**config.mk**
```make
export PLATFORM = sky130hd
export DESIGN_NAME = url_percent_decoder_core
export DESIGN_NICKNAME = d
export VERILOG_FILES = /design/src/upd_pkg.sv /design/src/upd_front.sv /design/src/upd_queue.sv /design/src/upd_back.sv /design/src/url_percent_decoder_core.sv
export SDC_FILE = /design/constraint.sdc
export NUM_CORES = 1
export LEC_CHECK = 0
export ABC_AREA = 1
export BUFFER_PORTS_ARGS = -buffer_cell sky130_fd_sc_hd__buf_2
export CORE_MARGIN = 4
export CORE_UTILIZATION = 25
export CTS_CLUSTER_DIAMETER = 80
export DETAILED_ROUTE_END_ITERATION = 7
export GPL_ROUTABILITY_DRIVEN = 0
export PLACE_DENSITY = 0.4
export SKIP_LAST_GASP = 1
export SLEW_MARGIN = 25
export SYNTH_ARGS = -nofsm -noshare
export SYNTH_HDL_FRONTEND = slang
export SYNTH_SLANG_ARGS = --single-unit
```
**constraint.sdc**
```tcl
create_clock -name aclk -period 3.6 [get_ports aclk]
set_input_delay 0.36 -clock aclk [delete_from_list [all_inputs] [get_ports aclk]]
set_output_delay 0.36 -clock aclk [all_outputs]
set_load 0.01 [all_outputs]
```
**src/upd_pkg.sv**
```systemverilog
// upd_pkg: shared types, constants and helpers of the url percent decoder
// no dependencies; imported by every module of the block
`timescale 1ns / 1ps

package upd_pkg;

    // percent character that opens an escape
    localparam logic [7:0] PCT_CHAR = 8'h25;

    // default depth of the queue between front and back
    localparam int QUEUE_DEPTH = 4;

    // decode phase codes
    localparam logic [1:0] PH_PLAIN  = 2'd0;
    localparam logic [1:0] PH_PCT    = 2'd1;
    localparam logic [1:0] PH_DIGIT1 = 2'd2;

    // one queued word: pair means emit '%' first, then data
    typedef struct packed {
        logic       pair;
        logic [7:0] data;
        logic       last;
    } upd_entry_t;

    // hex digit value, any other byte counts as zero
    function automatic logic [3:0] digit_value(input logic [7:0] b);
        logic [3:0] v;
        v = 4'd0;
        if (b >= 8'h30 && b <= 8'h39) begin
            v = b[3:0];
        end else if ((b >= 8'h41 && b <= 8'h46) || (b >= 8'h61 && b <= 8'h66)) begin
            v = 4'(b[2:0] + 3'd1) + 4'd8;
        end
        return v;
    endfunction

endpackage

```
**src/upd_front.sv**
```systemverilog
// upd_front: accepts input words, tracks the decode phase, builds queue entries
// depends on upd_pkg
`timescale 1ns / 1ps

module upd_front
    import upd_pkg::*;
(
    input  logic       aclk,
    input  logic       aresetn,
    input  logic       s_valid,
    output logic       s_ready,
    input  logic [7:0] s_in_byte,
    input  logic       s_in_last,
    input  logic       q_ready,
    output logic       q_push,
    output upd_entry_t q_entry
);

    logic [1:0] phase_reg, phase_next;
    logic [3:0] high_nibble_reg, high_nibble_next;
    logic       accept;

    assign s_ready = q_ready;
    assign accept  = s_valid && q_ready;

    // classify the word against the current phase
    always_comb begin
        phase_next       = phase_reg;
        high_nibble_next = high_nibble_reg;
        q_push           = 1'b0;
        q_entry.pair     = 1'b0;
        q_entry.data     = s_in_byte;
        q_entry.last     = s_in_last;
        if (accept) begin
            unique case (phase_reg)
                PH_PCT: begin
                    if (s_in_last) begin
                        q_push       = 1'b1;
                        q_entry.pair = 1'b1;
                        phase_next   = PH_PLAIN;
                    end else begin
                        high_nibble_next = digit_value(s_in_byte);
                        phase_next       = PH_DIGIT1;
                    end
                end
                PH_DIGIT1: begin
                    q_push       = 1'b1;
                    q_entry.data = {high_nibble_reg, digit_value(s_in_byte)};
                    phase_next   = PH_PLAIN;
                end
                default: begin
                    if (s_in_byte == PCT_CHAR && !s_in_last) begin
                        phase_next = PH_PCT;
                    end else begin
                        q_push     = 1'b1;
                        phase_next = PH_PLAIN;
                    end
                end
            endcase
        end
    end

    // phase state
    always_ff @(posedge aclk) begin
        if (!aresetn) begin
            phase_reg       <= PH_PLAIN;
            high_nibble_reg <= 4'd0;
        end else begin
            phase_reg       <= phase_next;
            high_nibble_reg <= high_nibble_next;
        end
    end

endmodule

```
**src/upd_queue.sv**
```systemverilog
// upd_queue: small register queue of decoded entries between front and back
// depends on upd_pkg
`timescale 1ns / 1ps

module upd_queue
    import upd_pkg::*;
#(
    parameter int DEPTH = QUEUE_DEPTH
) (
    input  logic       aclk,
    input  logic       aresetn,
    input  logic       push,
    input  upd_entry_t push_entry,
    output logic       push_ready,
    input  logic       pop,
    output logic       head_valid,
    output upd_entry_t head_entry
);

    localparam int AW = $clog2(DEPTH);
    localparam int CW = $clog2(DEPTH + 1);
    localparam logic [AW-1:0] PTR_LAST = AW'(DEPTH - 1);
    localparam logic [CW-1:0] CNT_FULL = CW'(DEPTH);

    upd_entry_t    slot_reg [DEPTH];
    logic [AW-1:0] wr_ptr_reg, wr_ptr_next;
    logic [AW-1:0] rd_ptr_reg, rd_ptr_next;
    logic [CW-1:0] count_reg, count_next;
    logic          do_push, do_pop;

    assign push_ready = (count_reg != CNT_FULL);
    assign head_valid = (count_reg != '0);
    assign head_entry = slot_reg[rd_ptr_reg];
    assign do_push    = push && push_ready;
    assign do_pop     = pop && head_valid;

    // pointer and fill count update
    always_comb begin
        wr_ptr_next = wr_ptr_reg;
        rd_ptr_next = rd_ptr_reg;
        count_next  = count_reg;
        if (do_push) begin
            wr_ptr_next = (wr_ptr_reg == PTR_LAST) ? '0 : wr_ptr_reg + 1'b1;
        end
        if (do_pop) begin
            rd_ptr_next = (rd_ptr_reg == PTR_LAST) ? '0 : rd_ptr_reg + 1'b1;
        end
        if (do_push && !do_pop) begin
            count_next = count_reg + 1'b1;
        end else if (do_pop && !do_push) begin
            count_next = count_reg - 1'b1;
        end
    end

    always_ff @(posedge aclk) begin
        if (!aresetn) begin
            wr_ptr_reg <= '0;
            rd_ptr_reg <= '0;
            count_reg  <= '0;
        end else begin
            wr_ptr_reg <= wr_ptr_next;
            rd_ptr_reg <= rd_ptr_next;
            count_reg  <= count_next;
        end
    end

    // entry storage
    always_ff @(posedge aclk) begin
        if (do_push) begin
            slot_reg[wr_ptr_reg] <= push_entry;
        end
    end

endmodule

```
**src/upd_back.sv**
```systemverilog
// upd_back: drains queue entries into the registered output word stream
// depends on upd_pkg
`timescale 1ns / 1ps

module upd_back
    import upd_pkg::*;
(
    input  logic       aclk,
    input  logic       aresetn,
    input  logic       head_valid,
    input  upd_entry_t head_entry,
    output logic       pop,
    output logic       m_valid,
    input  logic       m_ready,
    output logic [7:0] m_out_byte,
    output logic       m_out_last
);

    logic       valid_reg, valid_next;
    logic [7:0] byte_reg, byte_next;
    logic       last_reg, last_next;
    logic       second_reg, second_next;
    logic [7:0] second_byte_reg, second_byte_next;
    logic       second_last_reg, second_last_next;
    logic       load_ok;

    assign load_ok = !valid_reg || m_ready;

    // output slot refill: pending second word first, then the queue head
    always_comb begin
        valid_next       = valid_reg;
        byte_next        = byte_reg;
        last_next        = last_reg;
        second_next      = second_reg;
        second_byte_next = second_byte_reg;
        second_last_next = second_last_reg;
        pop              = 1'b0;
        if (load_ok) begin
            priority if (second_reg) begin
                valid_next  = 1'b1;
                byte_next   = second_byte_reg;
                last_next   = second_last_reg;
                second_next = 1'b0;
            end else if (head_valid) begin
                pop        = 1'b1;
                valid_next = 1'b1;
                if (head_entry.pair) begin
                    byte_next        = PCT_CHAR;
                    last_next        = 1'b0;
                    second_next      = 1'b1;
                    second_byte_next = head_entry.data;
                    second_last_next = head_entry.last;
                end else begin
                    byte_next = head_entry.data;
                    last_next = head_entry.last;
                end
            end else begin
                valid_next = 1'b0;
            end
        end
    end

    always_ff @(posedge aclk) begin
        if (!aresetn) begin
            valid_reg  <= 1'b0;
            second_reg <= 1'b0;
        end else begin
            valid_reg  <= valid_next;
            second_reg <= second_next;
        end
    end

    // payload registers
    always_ff @(posedge aclk) begin
        byte_reg        <= byte_next;
        last_reg        <= last_next;
        second_byte_reg <= second_byte_next;
        second_last_reg <= second_last_next;
    end

    assign m_valid    = valid_reg;
    assign m_out_byte = byte_reg;
    assign m_out_last = last_reg;

endmodule

```
**src/url_percent_decoder_core.sv**
```systemverilog
// url_percent_decoder_core: top level of the streaming url percent decoder
// depends on upd_pkg, upd_front, upd_queue, upd_back
//
//   channel  direction  handshake          payload
//   s_       in         s_valid/s_ready    s_in_byte[7:0], s_in_last
//   m_       out        m_valid/m_ready    m_out_byte[7:0], m_out_last
//
// one input word per cycle while the entry queue has room; a decoded word reaches
// the output through the entry queue and then the output register.
// a percent followed by one final byte yields two output words, the percent
// and then the byte, one after the other from the output register. synchronous
// active-low reset clears the decode phase, the queue and the output register.
// s_ready drops only when the queue is full, so each side stalls on its own.
`timescale 1ns / 1ps

module url_percent_decoder_core
    import upd_pkg::*;
#(
    parameter int DEPTH = QUEUE_DEPTH
) (
    input  logic       aclk,
    input  logic       aresetn,
    input  logic       s_valid,
    output logic       s_ready,
    input  logic [7:0] s_in_byte,
    input  logic       s_in_last,
    output logic       m_valid,
    input  logic       m_ready,
    output logic [7:0] m_out_byte,
    output logic       m_out_last
);

    logic       q_ready;
    logic       q_push;
    upd_entry_t q_entry;
    logic       q_pop;
    logic       q_head_valid;
    upd_entry_t q_head;

    // front: phase tracking and classification
    upd_front u_front (
        .aclk      (aclk),
        .aresetn   (aresetn),
        .s_valid   (s_valid),
        .s_ready   (s_ready),
        .s_in_byte (s_in_byte),
        .s_in_last (s_in_last),
        .q_ready   (q_ready),
        .q_push    (q_push),
        .q_entry   (q_entry)
    );

    // entry queue
    upd_queue #(
        .DEPTH (DEPTH)
    ) u_queue (
        .aclk       (aclk),
        .aresetn    (aresetn),
        .push       (q_push),
        .push_entry (q_entry),
        .push_ready (q_ready),
        .pop        (q_pop),
        .head_valid (q_head_valid),
        .head_entry (q_head)
    );

    // back: output word sequencing
    upd_back u_back (
        .aclk       (aclk),
        .aresetn    (aresetn),
        .head_valid (q_head_valid),
        .head_entry (q_head),
        .pop        (q_pop),
        .m_valid    (m_valid),
        .m_ready    (m_ready),
        .m_out_byte (m_out_byte),
        .m_out_last (m_out_last)
    );

endmodule

```
==> results.py <==
metrics = {
    "cts": {
        "cts_hold_buffers": 0,
        "clkSinkCount": 75,
        "cts-resized-gates": 0,
        "postCtsSetupBuffers": 0,
        "clkTransAtPathRegs_ns": 0.06,
        "cts_inserted_buffers": 9,
        "cts_tree": "yes",
        "ctsRootBufferMaster": "clkbuf_16",
        "cts_buffer_depth": 2,
        "clk_latency_ns": 0.33,
        "htree_num_levels": 3,
    },
    "final_layout": {
        "area_delta_synth_final_pct": 19.54,
        "n_fill_cell": 1369,
        "instances_no_fill": 565,
        "diodes": 0,
        "largest_reg_flops": 40,
        "nets": 409,
        "drive_above_1_share": 0.1620,
    },
    "timing": {
        "slew_violations": 0,
        "period_share": 0.6485,
        "relSlewSlack": 0.4938,
        "worst_slack_ns": 1.265,
        "clock_skew_ns": 0.007580,
        "period_needed_ns": 2.335,
        "rsz0062_at_grt": "no",
        "tightest_slew_ns": 0.7582,
        "hold_viol_final": 0,
        "setup_viol": 0,
        "max_freq_mhz": 428.3,
        "fin_setup_tns_ns": 0,
    },
    "synthesis": {
        "synth_nets": 378,
        "yosys_warnings": 0,
        "ys_seq_elements": 75,
        "syn-mean-instance-area_um2": 9.811,
        "netlist_area_um2": 3463,
        "synth-seq-area-share": 0.6012,
        "synthFlopType": "edfxtp_1",
        "yosysUniqueCellTypes": 27,
        "syn_inst": 353,
        "synth-async-reset-ratio": 0,
        "synth_edf_count": 58,
    },
    "floorplanning": {
        "start_util": 0.2585,
        "io_pins": 24,
        "die_area_um2": 15800,
        "coreArea_um2": 13400,
        "placementRows": 42,
        "die_h_um": 125.7,
        "die_width_um": 125.7,
    },
    "flow_run": {
        "cap_viol_max_count": 0,
    },
    "route": {
        "drt_iter0_drc": 100,
        "viasPerCell": 4.009,
        "dr.pass1.iters": 7,
        "wl_per_cell_um": 12.31,
        "wl_mm": 6.956,
        "drtAntennaViolNets": 0,
        "route.vias.total": 2265,
        "drc": 0,
    },
    "setup_path": {
        "crit_required_ns": 3.81,
        "critPathMaxFanout": 7,
        "reg2reg_slack_ns": 1.27,
        "cp-end-kind": "register",
        "critPathKind": "register to register",
        "cp-start-kind": "register",
        "cp.arrival_ns": 2.55,
    },
    "grt": {
        "overflow": 0,
        "grt_max_degree": 22,
        "gr-usage-all-layers": 0.09239,
        "antenna_found_initial": 0,
        "grt_pass1_vias": 2218,
        "grt_pass1_wl_mm": 11.41,
    },
    "placement": {
        "place.port_buffers": 23,
        "place_inst": 549,
        "dp_slack_ns": 1.189,
        "dp_hpwl_mm": 4.930,
    },
    "pwr": {
        "peakVddDrop_mv": 0.2562,
        "p_leak_nw": 1.698,
        "p_per_area_nw_per_um2": 788.8,
    },
    "min_path": {
        "min_path_type": "input pin to register",
    },
    "outcome": {
        "status": "finished clean",
    },
}
==> where the power goes <==
group	internal, mW	switching (mW)
clock	0.750	0.348
combinational	0.292	0.552
sequential	1.20	0.121
total	2.24	1.02
==> logic make-up (layout without fill, tap and decap cells) <==
family                     after synthesis  in the layout  share of synthesized area
and+or+nand+nor                        155            155                     0.1969
DFF                                     75             75                     0.6012
buffers and inverters                   62             98                    0.07514
AOI/OAI and AO/OA                       49             49                    0.08129
adders and majority gates               12             12                    0.04552
==> final timing paths <==
kind	from	to	cells past startpoint
min reg2reg	u_front.phase_reg[1]	u_front.phase_reg[1]	2
max reg2reg	u_front.phase_reg[0]	u_queue.count_reg[2]	14
max	u_front.phase_reg[0]	u_queue.count_reg[2]	14
min	s_in_last	u_queue.slot_reg[3][0]	1
==> worst max-delay path, stage by stage (launching register included) <==
cell and delay (ns):
dfxtp_1 0.35, inv_1 0.05, ha_1 0.30, nand3_1 0.08, nor2_1 0.04, nand2_1 0.12, nand3_2 0.15, inv_1 0.09
ha_1 0.13, inv_1 0.06, fa_1 0.37, a21oi_1 0.14, o21ai_0 0.11, o21ai_0 0.16, a21oi_1 0.05
==> area by class of cell <==
type                    instances  area, µm²  area share
flip-flops and latches         75       2082      0.5029
multi-input cells             216       1121      0.2708
clock buffers                  10      229.0     0.05530
well taps                     176      220.2     0.05319
inverters                      55      206.4     0.04986
repair buffers                 27      145.1     0.03506
clock inverters                 6      136.4     0.03294
==> metal layers <==
metal  track usage  share of wire  vias up
li1              -              -     1219
met1        0.1220           0.49      992
met2        0.1469           0.46       44
met3       0.01524          0.029       10
met4       0.04592          0.019        0
met5             0              0        -
==> synthesized netlist by cell type, types with 2 or more instances <==
cell type | number | area share
o21ai_0 | 17 | 0.025
nand2_1 | 66 | 0.072
buf_6 | 2 | 0.0065
inv_2 | 5 | 0.0054
nor2_4 | 3 | 0.0098
ha_1 | 11 | 0.040
nand4_1 | 4 | 0.0072
nand2_2 | 4 | 0.0072
and2_1 | 6 | 0.011
inv_1 | 50 | 0.054
nor2_1 | 50 | 0.054
buf_4 | 3 | 0.0065
nand3_1 | 19 | 0.027
o21ai_1 | 10 | 0.014
dfxtp_1 | 17 | 0.098
o21ai_2 | 6 | 0.015
a21oi_1 | 13 | 0.019
edfxtp_1 | 58 | 0.50
==> placed cells by master (no fill, tap or decap), types with 3 or more instances in the layout <==
master / count
nand2_1: 66
edfxtp_1: 58
inv_1: 50
nor2_1: 50
buf_2: 23
nand3_1: 19
o21ai_0: 17
dfxtp_1: 17
a21oi_1: 13
ha_1: 11
o21ai_1: 10
clkbuf_16: 9
and2_1: 6
o21ai_2: 6
inv_2: 5
nand2_2: 4
nand4_1: 4
bufinv_16: 4
buf_4: 4
nor2_4: 3
==> through the flow <==
step | instance area (µm²) | utilization | hold WS (ns) | total power, mW
after floorplan | 3463 | - | 0.4589 | 1.970
after global placement | 3775 | 0.2817 | 0.4820 | 2.210
after detailed placement | 3775 | 0.2817 | 0.4888 | 2.219
after CTS | 4140 | 0.3090 | 0.3027 | 3.329
after global routing | 4140 | 0.3090 | 0.3139 | 3.513
final | 4140 | 0.3090 | 0.3039 | 3.266
Note: power is estimated with default switching activity, not from simulation.
